`src/design/msfp_pkg.sv`:
```
// Package with the item types and constants shared by the motor status frame parser.
`default_nettype none
package msfp_pkg;

    // Default number of bytes in one status frame.
    localparam int FRAME_LEN_DEF = 24;

    // Byte counter width; it covers frame lengths up to 32.
    localparam int CNT_W = 5;

    // Alternate sum that is also accepted when byte 0 equals one.
    localparam logic [7:0] QUIRK_SUM = 8'd253;
    localparam logic [7:0] QUIRK_BYTE0 = 8'd1;

    // Byte positions of the fields inside a frame.
    localparam int RECEIVER_IDX = 0;
    localparam int SENDER_IDX = 1;
    localparam int DEVICE_IDX = 2;
    localparam int PARAM_IDX = 3;
    localparam int COUNT_IDX = 4;
    localparam int RIGHT_RPM_IDX = 5;
    localparam int RIGHT_STATE_IDX = 9;
    localparam int RIGHT_POS_IDX = 10;
    localparam int LEFT_RPM_IDX = 14;
    localparam int LEFT_STATE_IDX = 18;
    localparam int LEFT_POS_IDX = 19;

    typedef struct packed {
        logic [7:0] data_byte;
        logic       frame_start;
    } in_item_t;

    typedef struct packed {
        logic               checksum_ok;
        logic [7:0]         receiver_id;
        logic [7:0]         sender_id;
        logic [7:0]         device_id;
        logic [7:0]         parameter_id;
        logic [7:0]         data_count;
        logic signed [15:0] right_rpm;
        logic [7:0]         right_state;
        logic signed [31:0] right_position;
        logic signed [15:0] left_rpm;
        logic [7:0]         left_state;
        logic signed [31:0] left_position;
    } out_item_t;

endpackage
`default_nettype wire

```
`src/design/motor_status_frame_parser.sv`:
```
// Top level of the motor status frame parser.
`default_nettype none
// Takes one frame byte per cycle and gives one result on the last byte of each
// FRAME_LEN-byte frame; a byte with frame_start set restarts the frame as byte 0.
// Bytes move through a line of FRAME_LEN-1 byte cells, so at the last byte every
// field sits at a fixed cell or on the input, while a running 8-bit sum checks the
// frame. A good frame (sum zero, or byte 0 equal to one with sum 253) updates the
// held fields; a bad one repeats the last good fields with checksum_ok clear. The
// result sits in an output register, and bytes keep flowing while it waits, except
// that the closing byte of a frame is held off until the previous result has been
// taken. Throughput is one byte per cycle when no closing byte is held off; a result
// appears in the cycle after its last byte is taken.
module motor_status_frame_parser #(
    parameter int FRAME_LEN = msfp_pkg::FRAME_LEN_DEF
) (
    input  wire logic                aclk,
    input  wire logic                aresetn,
    input  wire logic                s_valid,
    output logic                     s_ready,
    input  wire msfp_pkg::in_item_t  s_item,
    output logic                     m_valid,
    input  wire logic                m_ready,
    output msfp_pkg::out_item_t      m_item
);

    localparam int NCELL = FRAME_LEN - 1;
    localparam int FIELD_BYTES = msfp_pkg::LEFT_POS_IDX + 4;
    localparam logic [msfp_pkg::CNT_W-1:0] LAST_IDX = msfp_pkg::CNT_W'(FRAME_LEN - 1);

    logic [msfp_pkg::CNT_W-1:0] byte_count_reg, byte_count_next;
    logic [7:0]                 sum_reg, sum_next;
    logic                       m_valid_reg, m_valid_next;
    msfp_pkg::out_item_t        m_item_reg, m_item_next;

    logic [msfp_pkg::CNT_W-1:0] idx;
    logic                       accept;
    logic                       is_last;
    logic [7:0]                 frame_sum;
    logic                       frame_ok;
    logic [7:0]                 cell_q [NCELL];
    logic [7:0]                 frame_byte [FIELD_BYTES];

    // Cell 0 takes the incoming byte; at the last byte, frame byte k is in
    // cell FRAME_LEN-2-k.
    for (genvar i = 0; i < NCELL; i++) begin : g_cell
        if (i == 0) begin : g_head
            msfp_cell u_cell (
                .aclk    (aclk),
                .shift_en(accept),
                .d_in    (s_item.data_byte),
                .d_out   (cell_q[i])
            );
        end else begin : g_body
            msfp_cell u_cell (
                .aclk    (aclk),
                .shift_en(accept),
                .d_in    (cell_q[i-1]),
                .d_out   (cell_q[i])
            );
        end
    end

    // In the shortest frame the last field byte is the closing byte itself.
    for (genvar j = 0; j < FIELD_BYTES; j++) begin : g_byte
        if (j == FRAME_LEN - 1) begin : g_in
            assign frame_byte[j] = s_item.data_byte;
        end else begin : g_stored
            assign frame_byte[j] = cell_q[NCELL-1-j];
        end
    end

    assign s_ready = !(m_valid_reg && !m_ready && (byte_count_reg == LAST_IDX));
    assign accept  = s_valid && s_ready;

    assign idx       = s_item.frame_start ? '0 : byte_count_reg;
    assign is_last   = (idx == LAST_IDX);
    assign frame_sum = ((idx == '0) ? 8'd0 : sum_reg) + s_item.data_byte;
    assign frame_ok  = (frame_sum == 8'd0) ||
                       ((frame_byte[msfp_pkg::RECEIVER_IDX] == msfp_pkg::QUIRK_BYTE0) &&
                        (frame_sum == msfp_pkg::QUIRK_SUM));

    always_comb begin
        byte_count_next = byte_count_reg;
        sum_next        = sum_reg;
        if (accept) begin
            byte_count_next = is_last ? '0 : idx + 1'b1;
            sum_next        = is_last ? 8'd0 : frame_sum;
        end
    end

    always_comb begin
        m_valid_next = m_valid_reg;
        m_item_next  = m_item_reg;
        if (m_ready) begin
            m_valid_next = 1'b0;
        end
        if (accept && is_last) begin
            m_valid_next            = 1'b1;
            m_item_next.checksum_ok = frame_ok;
            if (frame_ok) begin
                m_item_next.receiver_id    = frame_byte[msfp_pkg::RECEIVER_IDX];
                m_item_next.sender_id      = frame_byte[msfp_pkg::SENDER_IDX];
                m_item_next.device_id      = frame_byte[msfp_pkg::DEVICE_IDX];
                m_item_next.parameter_id   = frame_byte[msfp_pkg::PARAM_IDX];
                m_item_next.data_count     = frame_byte[msfp_pkg::COUNT_IDX];
                m_item_next.right_rpm      = {frame_byte[msfp_pkg::RIGHT_RPM_IDX + 1],
                                              frame_byte[msfp_pkg::RIGHT_RPM_IDX]};
                m_item_next.right_state    = frame_byte[msfp_pkg::RIGHT_STATE_IDX];
                m_item_next.right_position = {frame_byte[msfp_pkg::RIGHT_POS_IDX + 3],
                                              frame_byte[msfp_pkg::RIGHT_POS_IDX + 2],
                                              frame_byte[msfp_pkg::RIGHT_POS_IDX + 1],
                                              frame_byte[msfp_pkg::RIGHT_POS_IDX]};
                m_item_next.left_rpm       = {frame_byte[msfp_pkg::LEFT_RPM_IDX + 1],
                                              frame_byte[msfp_pkg::LEFT_RPM_IDX]};
                m_item_next.left_state     = frame_byte[msfp_pkg::LEFT_STATE_IDX];
                m_item_next.left_position  = {frame_byte[msfp_pkg::LEFT_POS_IDX + 3],
                                              frame_byte[msfp_pkg::LEFT_POS_IDX + 2],
                                              frame_byte[msfp_pkg::LEFT_POS_IDX + 1],
                                              frame_byte[msfp_pkg::LEFT_POS_IDX]};
            end
        end
    end

    // The result register also keeps the last good fields, so it is reset.
    always_ff @(posedge aclk) begin
        if (!aresetn) begin
            byte_count_reg <= '0;
            sum_reg        <= '0;
            m_valid_reg    <= 1'b0;
            m_item_reg     <= '0;
        end else begin
            byte_count_reg <= byte_count_next;
            sum_reg        <= sum_next;
            m_valid_reg    <= m_valid_next;
            m_item_reg     <= m_item_next;
        end
    end

    assign m_valid = m_valid_reg;
    assign m_item  = m_item_reg;

endmodule
`default_nettype wire

```
`src/design/msfp_cell.sv`:
```
// One byte cell of the frame shift line.
`default_nettype none
module msfp_cell (
    input  wire logic       aclk,
    input  wire logic       shift_en,
    input  wire logic [7:0] d_in,
    output logic      [7:0] d_out
);

    logic [7:0] byte_reg;

    always_ff @(posedge aclk) begin
        if (shift_en) begin
            byte_reg <= d_in;
        end
    end

    assign d_out = byte_reg;

endmodule
`default_nettype wire
```
`config.mk`:
```
export PLATFORM = sky130hd
export DESIGN_NAME = motor_status_frame_parser
export DESIGN_NICKNAME = d
export VERILOG_FILES = /design/src/design/msfp_pkg.sv /design/src/design/motor_status_frame_parser.sv /design/src/design/msfp_cell.sv
export SDC_FILE = /design/constraint.sdc
export NUM_CORES = 1
export LEC_CHECK = 0
export BUFFER_PORTS_ARGS = -buffer_cell sky130_fd_sc_hd__buf_2
export CAP_MARGIN = 40
export CELL_PAD_IN_SITES_DETAIL_PLACEMENT = 1
export CELL_PAD_IN_SITES_GLOBAL_PLACEMENT = 2
export CORE_ASPECT_RATIO = 0.6
export CORE_MARGIN = 1
export CORE_UTILIZATION = 42
export CTS_CLUSTER_SIZE = 28
export DETAILED_ROUTE_END_ITERATION = 16
export PLACE_DENSITY_LB_ADDON = 0.2
export SYNTH_ARGS = -nofsm -noshare
export SYNTH_HDL_FRONTEND = slang
export SYNTH_SLANG_ARGS = --single-unit
export TNS_END_PERCENT = 10
```
`constraint.sdc`:
```
create_clock -name aclk -period 5.2 [get_ports aclk]
set_clock_uncertainty 0.05 [all_clocks]
set_input_delay 0 -clock aclk [delete_from_list [all_inputs] [get_ports aclk]]
set_output_delay 0 -clock aclk [all_outputs]
set_load 0.01 [all_outputs]
```
==> results of run 1 <==
-- cell type report --
cell class	count	area [um^2]
inverter	7	33.78
multi-input combinational	578	3521
timing repair buffer	185	1081
fill	3044	14130
clock inverter	14	177.7
clock buffer	45	933.4
tap	400	500.5
sequential	351	8869
-- cells in the final DEF, fill, tap and decap left out, types with 8 or more instances in the layout --
cell and count:
nor2_1 8, clkbuf_16 35, dlygate4sd3_1 12, nor2b_1 8, dfxtp_1 167, ha_1 9
edfxtp_1 184, mux2i_1 153, clkbuf_1 8, and2_1 9, nand2_1 316, buf_2 166
-- metal layers --
| metal | vias up | global-route usage | wire, um |
|---|---|---|---|
| met5 | - | 0 | 0 |
| met1 | 3812 | 0.2711 | 13910 |
| met2 | 131 | 0.2786 | 12430 |
| met4 | 0 | 0.04354 | 346 |
| met3 | 32 | 0.04895 | 1650 |
| li1 | 3740 | - | - |
-- where the power goes --
group	switching (W)	internal [W]	total, W
Sequential	0.0000473	0.00302	0.00306
Combinational	0.000122	0.0000505	0.000172
Clock	0.00103	0.00147	0.00249
-- logic make-up after synthesis --
logic type      after synthesis  share of synthesized area
simple gates                373                     0.1211
flops                       351                     0.6985
mux                         153                     0.1206
buf+inv                      62                    0.02572
compound gates               38                    0.02089
fa+ha+maj                    10                    0.01045
xor+xnor                      4                   0.002759
-- critical path: stages, from the launching register on --
cell	delay (ns)
dfxtp_1	0.32
nor2b_1	0.16
inv_1	0.07
ha_1	0.16
o21ai_1	0.15
and2_1	0.21
ha_1	0.23
fa_1	0.43
a211oi_1	0.39
nor4_1	0.08
nand4b_1	0.24
or2_2	0.35
o32ai_4	0.43
buf_12	0.41
mux2i_1	0.24
-- through the flow --
step	setup WS, ns	total power [W]	utilization	area [um^2]
2_1_floorplan	1.704	0.003220	-	12700
4_1_cts	1.183	0.005815	0.5168	15120
3_5_place_dp	1.181	0.003292	0.4747	13880
6_report	1.182	0.005730	0.5168	15120
5_1_grt	0.8699	0.005952	0.5168	15120
3_3_place_gp	1.363	0.003284	0.4738	13860
-- how the worst max path moves through the flow --
stage	endpoint	slack, ns	cells past startpoint
floorplan	m_item[100]	1.70	16
global placement	m_item[141]	1.36	14
detailed placement	m_item[31]	1.18	14
CTS	m_item[31]	1.18	14
global route	m_item[10]	0.87	14
finish	m_item[25]	1.18	14
-- what timing repair did --
action | CTS | global route
setup endpoints to repair | 0 | 0
hold buffers | 12 | 0
hold endpoints to repair | 13 | 0
==> results.json, run 1 <==
{
  "status": "finished with violations",
  "failed_checks": "hold timing",
  "grt_overflow": 0,
  "antenna_found_initial": 0,
  "relSlewSlack": 0.3399,
  "rsz0062_at_grt": "no",
  "die_h_um": 136.7,
  "cts_sinks": 351,
  "reg2regPathDepth": 14,
  "cts_made_buffers": 34,
  "wl_per_cell_um": 17.93,
  "diodes": 0,
  "syn-num-nets": 1014,
  "rows": 48,
  "ir_drop_mv": 0.1989,
  "ys_warn_count": 0,
  "fin_crit_sh": 0.7727,
  "cts_root_buf": "clkbuf_16",
  "start_kind": "register",
  "dp_hpwl_um": 17640,
  "worstHoldPathCells": 3,
  "hold_slack_ns": -0.04821,
  "syn-instance-count": 991,
  "rrSetupSlack_ns": 1.18,
  "cp-startpoint": "byte_count_reg[0]",
  "drive_above_1_share": 0.1932,
  "ys_top_cells_by_area": "edfxtp_1 44%, dfxtp_1 26%, mux2i_1 12%",
  "largest_reg_flops": 176,
  "cp.arrival_ns": 4.41,
  "grt_pass1_wl_um": 44260,
  "firstDrtPassIters": 4,
  "finalSetupViolCount": 0,
  "clk_pin_slew_ns": 0.06,
  "ys_dominant_reg_cell": "edfxtp_1",
  "cts_tree": "built",
  "synth.distinct_cells": 46,
  "hold_viol_final": 5,
  "gp_congestion": 0.8045,
  "async_flop_share": 0,
  "grt_usage": 0.1868,
  "hold_class": "in2reg",
  "post_cts_resized": 0,
  "grt_start_max_net_pins": 162,
  "yosysMostFrequentCell": "nand2_1",
  "r2r-start": "byte_count_reg[0]",
  "dp_cells": 1509,
  "io_buffers": 167,
  "ys_seq_elements": 351,
  "powerDensity_nw_per_um2": 379.1,
  "die_w_um": 226.5,
  "core_area_um2": 29250,
  "r2r_end": "m_item[25]",
  "wl_um": 28340,
  "worst_setup_path_end_kind": "register",
  "synth_top_area_cell": "edfxtp_1",
  "htreeDepth": 2,
  "synth.top_cell.area_share": 0.4352,
  "max_freq_mhz": 248.9,
  "initial_core_util": 0.4341,
  "drv_slew": 0,
  "tns_ns": 0,
  "vias_per_cell": 4.883,
  "ant_nets": 0,
  "grt_pass1_vias": 7849,
  "p_leak_nw": 5.815,
  "min_from": "aresetn",
  "worstSetupPathType": "reg2reg",
  "synth_edf_count": 184,
  "cts_buffer_depth": 3,
  "final_cells": 1580,
  "required_ns": 5.59,
  "drv_cap": 0,
  "area_growth_pct": 19.05,
  "hold_path_end": "m_item[39]",
  "worstPathMaxFanout": 52,
  "clkLatencyLatePin_ns": 0.52,
  "ys_seq_area_frac": 0.6985,
  "io_pins": 168,
  "post-route-min-period_ns": 4.018,
  "worst_pin_slew_ns": 0.9902,
  "vias": 7715,
  "post_cts_buffers": 0,
  "route.detailed.drc": 0,
  "die-area_um2": 30950,
  "synth_common_cells": "316 x nand2_1, 184 x edfxtp_1, 167 x dfxtp_1",
  "syn_area_um2": 12700,
  "avgSynthCellArea_um2": 12.81,
  "drt_iter0_drc": 411,
  "layout.nets": 1180
}
(Power assumes the default switching activity.)
==> run 2, diff against run 1 <==
--- a/config.mk
+++ b/config.mk
@@ -5,13 +5,14 @@
 export SDC_FILE = /design/constraint.sdc
 export NUM_CORES = 1
 export LEC_CHECK = 0
+export ABC_AREA = 1
 export BUFFER_PORTS_ARGS = -buffer_cell sky130_fd_sc_hd__buf_2
 export CAP_MARGIN = 40
 export CELL_PAD_IN_SITES_DETAIL_PLACEMENT = 1
 export CELL_PAD_IN_SITES_GLOBAL_PLACEMENT = 2
 export CORE_ASPECT_RATIO = 0.6
 export CORE_MARGIN = 1
-export CORE_UTILIZATION = 42
+export CORE_UTILIZATION = 35
 export CTS_CLUSTER_SIZE = 28
 export DETAILED_ROUTE_END_ITERATION = 16
 export PLACE_DENSITY_LB_ADDON = 0.2
==> constraint.sdc (replaced) <==
create_clock -name aclk -period 3.8 [get_ports aclk]
set_clock_uncertainty 0.05 [all_clocks]
set_input_delay 0 -clock aclk [delete_from_list [all_inputs] [get_ports aclk]]
set_output_delay 0 -clock aclk [all_outputs]
set_load 0.01 [all_outputs]
==> run 2 against run 1 <==
Net effect:
- the flow now finishes without violations
- wire length increased by 43%
- combinational power rose to 3.2 times the previous value
- setup slack lost 0.86 ns
- sequential power is 37% higher
- first-iteration DRC count grew 39%
- fmax rose by 15%
- power is 49% higher
- largest power group unchanged
- highest routed layer unchanged
==> results.json, run 2 <==
{
  "p_leak_nw": 8.564,
  "synth_top_family_by_area": "simple AND/OR/NAND/NOR gates",
  "io_buffers": 167,
  "min_from": "s_item[5]",
  "grt_usage": 0.1799,
  "grt_pass1_wl_um": 60820,
  "ys_dominant_reg_cell": "edfxtp_1",
  "synth_top_area_cell": "edfxtp_1",
  "drt_iter0_drc": 570,
  "hold_class": "in2reg",
  "final_common_cell": "inv_1",
  "ys_seq_area_frac": 0.6074,
  "utilization": 0.4391,
  "worstHoldPathCells": 2,
  "hold_path_end": "g_cell[0].g_head.u_cell.d_out[4]",
  "wl_um": 40540,
  "die_h_um": 160.2,
  "grt_pass1_vias": 11210,
  "ys_seq_elements": 351,
  "async_flop_share": 0,
  "cts_buffer_depth": 3,
  "gp_congestion": 0.7928,
  "diodes": 0,
  "clk_pin_slew_ns": 0.06,
  "synthAdderAreaFrac": 0.009084,
  "firstDrtPassIters": 4,
  "synth_edf_count": 184,
  "ys_warn_count": 0,
  "vias": 11070,
  "route.detailed.drc": 0,
  "yosysMostFrequentCell": "inv_1",
  "cts_made_buffers": 36,
  "die_w_um": 265.7,
  "cts_tree": "built",
  "largest_reg_flops": 176,
  "drv_slew": 0,
  "ir_drop_mv": 0.2382,
  "fin_crit_sh": 0.9156,
  "finalSetupViolCount": 0,
  "ys_top_cells_by_area": "edfxtp_1 38%, dfxtp_1 23%, inv_1 12%",
  "place_ws_ns": 0.06421,
  "post-route-min-period_ns": 3.479,
  "rrSetupSlack_ns": 0.32,
  "synth-simple-area-share": 0.2184,
  "powerDensity_nw_per_um2": 476.1,
  "required_ns": 4.22,
  "dp_hpwl_um": 24610,
  "antenna_found_initial": 0,
  "worstSetupPathType": "reg2reg",
  "worst_pin_slew_ns": 0.6131,
  "grt_overflow": 0,
  "io_pins": 168,
  "core_area_um2": 40790,
  "synth.distinct_cells": 25,
  "synthMuxAreaShare": 0,
  "htreeDepth": 2,
  "r2r_end": "m_item[75]",
  "tns_ns": 0,
  "die-area_um2": 42560,
  "syn_area_um2": 14600,
  "drive_above_1_share": 0.1634,
  "hold_viol_final": 0,
  "synth_xor_area_frac": 0.0005999,
  "vias_per_cell": 4.493,
  "fill_cells": 4826,
  "max_freq_mhz": 287.4,
  "r2r-start": "byte_count_reg[0]",
  "worst_setup_path_end_kind": "register",
  "ant_nets": 0,
  "place_area_um2": 16160,
  "cts_sinks": 351,
  "reg2regPathDepth": 23,
  "status": "finished, final reports clean",
  "grt_start_max_net_pins": 110,
  "start_kind": "register",
  "drv_cap": 0,
  "rows": 57,
  "worstPathMaxFanout": 38,
  "synth_compound_area_frac": 0.008827,
  "cp.arrival_ns": 3.90,
  "syn-num-nets": 1722,
  "cts_root_buf": "clkbuf_16",
  "wl_per_cell_um": 16.46,
  "avgSynthCellArea_um2": 8.593,
  "setup_ws_ns": 0.3208,
  "area_growth_pct": 22.70,
  "layout.nets": 1898,
  "mostFrequentLayoutCells": "467 x inv_1, 368 x nand2_1, 184 x edfxtp_1",
  "fin_area_um2": 17910,
  "clkLatencyLatePin_ns": 0.54,
  "initial_core_util": 0.3579,
  "syn-instance-count": 1699,
  "relSlewSlack": 0.5913,
  "synth.top_cell.area_share": 0.3784,
  "rsz0062_at_grt": "no",
  "synth_common_cells": "470 x inv_1, 371 x nand2_1, 184 x edfxtp_1"
}
-- run 2: worst max path at each step --
stage	start	endpoint	slack (ns)	cells after the start
after global routing	byte_count_reg[0]	m_item[59]	0.01	23
after detailed placement	byte_count_reg[0]	m_item[59]	0.06	22
after CTS	byte_count_reg[0]	m_item[59]	0.06	22
after global placement	byte_count_reg[0]	m_item[56]	0.18	22
final	byte_count_reg[0]	m_item[75]	0.32	23
after floorplan	byte_count_reg[4]	g_cell[0].g_head.u_cell.d_out[0]	-0.18	5
-- run 2: layout make-up --
type                       instances  area (um^2)  share of cell area
clock inverter                    21        261.5             0.01460
multi-input combinational        770         3558              0.1986
inverter                         496         1868              0.1043
tap                              560        700.7             0.03911
sequential                       351         8874              0.4953
clock buffer                      45        977.2             0.05455
timing repair buffer             220         1675             0.09352
-- run 2: through the flow --
step / hold slack (ns) / instances / total power (W)
global placement: 0.1658 / 2364 / 0.004733
detailed placement: 0.1637 / 2366 / 0.004741
floorplan: 0.04887 / 1699 / 0.004538
global route: 0.1694 / 2463 / 0.008836
CTS: 0.1426 / 2446 / 0.008563
finish: 0.1724 / 2463 / 0.008529
-- run 2: timing repair --
action | 4_1_cts | 5_1_grt
setup buffers | 0 | 8
gates resized for setup | 0 | 18
endpoints found under the hold margin | 63 | 0
hold buffers | 14 | 0
endpoints found under the setup margin | 0 | 153
-- run 2: logic make-up after synthesis --
family	count (synthesis)
simple gates	734
buf+inv	579
flops	351
compound gates	24
fa+ha+maj	10
xor+xnor	1
-- run 2: critical path, stage by stage, from the launching register on --
cell and delay, ns:
dfxtp_2 0.33, inv_1 0.06, nor2_2 0.10, inv_1 0.06, ha_1 0.19, inv_1 0.05
nor2_1 0.04, nand2_2 0.11, inv_4 0.06, nor2_2 0.08, ha_2 0.21, fa_2 0.44
or2_2 0.31, nor2_1 0.11, nand3_1 0.09, nor2_2 0.10, nand3_2 0.14, nand2_8 0.16
nand3_4 0.08, buf_12 0.17, clkbuf_16 0.23, nand2_1 0.10, inv_2 0.03, nor2_1 0.09
-- run 2: power by group --
part	internal (W)	leakage (nW)	switching [W]
Sequential	0.00413	3.15	0.0000668
Clock	0.00224	0.605	0.00154
Combinational	0.000181	4.81	0.000368
-- run 2: metal layers --
metal,wire (um),up-vias,GRT usage
li1,-,5493,-
met1,21420,5360,0.2730
met2,16910,172,0.2643
met3,1628,42,0.03130
met4,583,0,0.04101
met5,0,-,0
==> run 3, diff against run 2 <==
--- a/config.mk
+++ b/config.mk
@@ -12,7 +12,7 @@
 export CELL_PAD_IN_SITES_GLOBAL_PLACEMENT = 2
 export CORE_ASPECT_RATIO = 0.6
 export CORE_MARGIN = 1
-export CORE_UTILIZATION = 35
+export CORE_UTILIZATION = 38
 export CTS_CLUSTER_SIZE = 28
 export DETAILED_ROUTE_END_ITERATION = 16
 export PLACE_DENSITY_LB_ADDON = 0.2
==> constraint.sdc (replaced) <==
create_clock -name aclk -period 4.3 [get_ports aclk]
set_clock_uncertainty 0.05 [all_clocks]
set_input_delay 0 -clock aclk [delete_from_list [all_inputs] [get_ports aclk]]
set_output_delay 0 -clock aclk [all_outputs]
set_load 0.01 [all_outputs]
==> run 3 against run 2 <==
Net effect:
- via count down 2.2%
- fmax down 8.4%
- count of clock-buffer cells in the layout up 3
- sequential power down 12%
- final cell count down 2.8%
- setup slack better by 0.18 ns
- clock power down 11%
- non-clock buffer count down 22
- sequential share of layout area up 1.7 points
- sequential cell count unchanged
- critical path depth down 2
- worst hold slack better by 0.012 ns
- critical endpoint is now m_item[56]
- largest cell class unchanged
- largest power group unchanged
==> results.json, run 3 (same netlist as run 2, synthesis figures left out) <==
{
  "vias_per_cell": 4.522,
  "status": "finished, final reports clean",
  "worstSetupPathType": "reg2reg",
  "cts_tree": "built",
  "largest_reg_flops": 176,
  "dp_cells": 2314,
  "required_ns": 4.69,
  "post-route-min-period_ns": 3.798,
  "wl_um": 36970,
  "final_common_cell": "inv_1",
  "powerDensity_nw_per_um2": 431.7,
  "mostFrequentLayoutCells": "469 x inv_1, 370 x nand2_1, 184 x edfxtp_1",
  "grt_overflow": 0,
  "diodes": 0,
  "start_kind": "register",
  "grt_pass1_vias": 11060,
  "ant_nets": 0,
  "cts_root_buf": "clkbuf_16",
  "fin_crit_sh": 0.8834,
  "worst_setup_path_end_kind": "register",
  "ir_drop_mv": 0.2240,
  "die_h_um": 153.8,
  "grt_pass1_wl_um": 59860,
  "rsz0062_at_grt": "no",
  "grt_usage": 0.1942,
  "io_buffers": 167,
  "cp.arrival_ns": 4.19,
  "htreeDepth": 2,
  "rows": 55,
  "worstHoldPathCells": 2,
  "route.detailed.drc": 0,
  "gp_congestion": 0.8069,
  "fill_cells": 4470,
  "die_w_um": 255.1,
  "initial_core_util": 0.3865,
  "hold_viol_final": 0,
  "io_pins": 168,
  "cts_sinks": 351,
  "max_freq_mhz": 263.3,
  "cts_buffer_depth": 3,
  "drive_above_1_share": 0.1463,
  "firstDrtPassIters": 4,
  "relSlewSlack": 0.1912,
  "worstPathMaxFanout": 49,
  "vias": 10820,
  "clk_pin_slew_ns": 0.06,
  "finalSetupViolCount": 0,
  "cts_made_buffers": 36,
  "final_cells": 2393,
  "dp_hpwl_um": 24070,
  "reg2regPathDepth": 21,
  "tns_ns": 0,
  "wl_per_cell_um": 15.45,
  "die-area_um2": 39240,
  "clkLatencyLatePin_ns": 0.53,
  "drt_iter0_drc": 582,
  "layout.nets": 1875,
  "worst_pin_slew_ns": 1.213,
  "drv_cap": 0,
  "core_area_um2": 37780,
  "post_cts_resized": 0,
  "drv_slew": 0,
  "grt_start_max_net_pins": 185,
  "hold_class": "in2reg",
  "antenna_found_initial": 1,
  "area_growth_pct": 18.62,
  "p_leak_nw": 8.326
}
## run 3: cell types whose count changed in the layout (fill, tap and decap cells not counted), moves of 3 or more
cell / previous run / this run
buf_16: 6 / 1
clkbuf_16: 45 / 38
dfxtp_2: 4 / 0
dfxtp_1: 163 / 167
buf_12: 12 / 4
nand3_2: 3 / 0
nor2_2: 5 / 1
nand3_1: 16 / 19
nor2_1: 177 / 181
clkinv_1: 6 / 2
clkbuf_8: 0 / 3
## run 3: what timing repair did
action,CTS,global route
hold buffers,13,0
hold endpoints to repair,63,0
setup buffers,0,0
## run 3: through the flow
stage,hold slack [ns],total power (W),utilization,instance area [um^2],worst slack [ns]
2_1_floorplan,0.04887,0.004010,-,14600,0.1221
3_3_place_gp,0.1720,0.004148,0.4206,15890,0.6009
3_5_place_dp,0.1769,0.004162,0.4213,15920,0.5068
4_1_cts,0.1655,0.007597,0.4584,17320,0.4891
5_1_grt,0.1794,0.007783,0.4584,17320,0.1054
6_report,0.1843,0.007477,0.4584,17320,0.5015
## run 3: critical path, cell delays in order, from the launching register on
cell	delay (ns)
dfxtp_1	0.35
inv_1	0.07
nor2_1	0.14
inv_1	0.07
ha_1	0.19
inv_1	0.05
nor2_1	0.04
nand2_1	0.12
inv_1	0.14
nor2_1	0.12
ha_1	0.21
fa_1	0.47
or2_2	0.31
nor2_1	0.11
nand3_1	0.08
nor2_1	0.08
nand3_1	0.11
nand2_4	0.13
buf_4	0.48
nand4_1	0.21
nand2_1	0.10
nor2_1	0.04
## run 3: area by class of cell
| type | count | area (um^2) | area share |
|---|---|---|---|
| sequential | 351 | 8869 | 0.5121 |
| multi-input combinational | 769 | 3493 | 0.2017 |
| inverter | 496 | 1866 | 0.1077 |
| timing repair buffer | 198 | 1177 | 0.06798 |
| clock buffer | 48 | 1018 | 0.05881 |
| tap | 513 | 641.9 | 0.03706 |
| clock inverter | 18 | 254.0 | 0.01467 |
## run 3: final timing paths
path                                    startpoint                               end  slack (ns)
hold / removal                           s_item[5]  g_cell[0].g_head.u_cell.d_out[4]        0.18
hold reg to reg   g_cell[5].g_body.u_cell.d_out[4]  g_cell[6].g_body.u_cell.d_out[4]        0.37
setup / recovery                 byte_count_reg[0]                        m_item[56]        0.50
setup reg to reg                 byte_count_reg[0]                        m_item[56]        0.50
## run 3: per-layer routing
metal / wire (um) / vias up / track usage
met1: 19050 / 5178 / 0.2891
li1: - / 5436 / -
met3: 1471 / 37 / 0.03335
met2: 15960 / 170 / 0.2945
met5: 0 / - / 0
met4: 488 / 0 / 0.04049
## run 3: power by group
group,switching [W],internal [W]
registers,0.0000600,0.00365
logic,0.000285,0.0000974
clock network,0.00135,0.00204
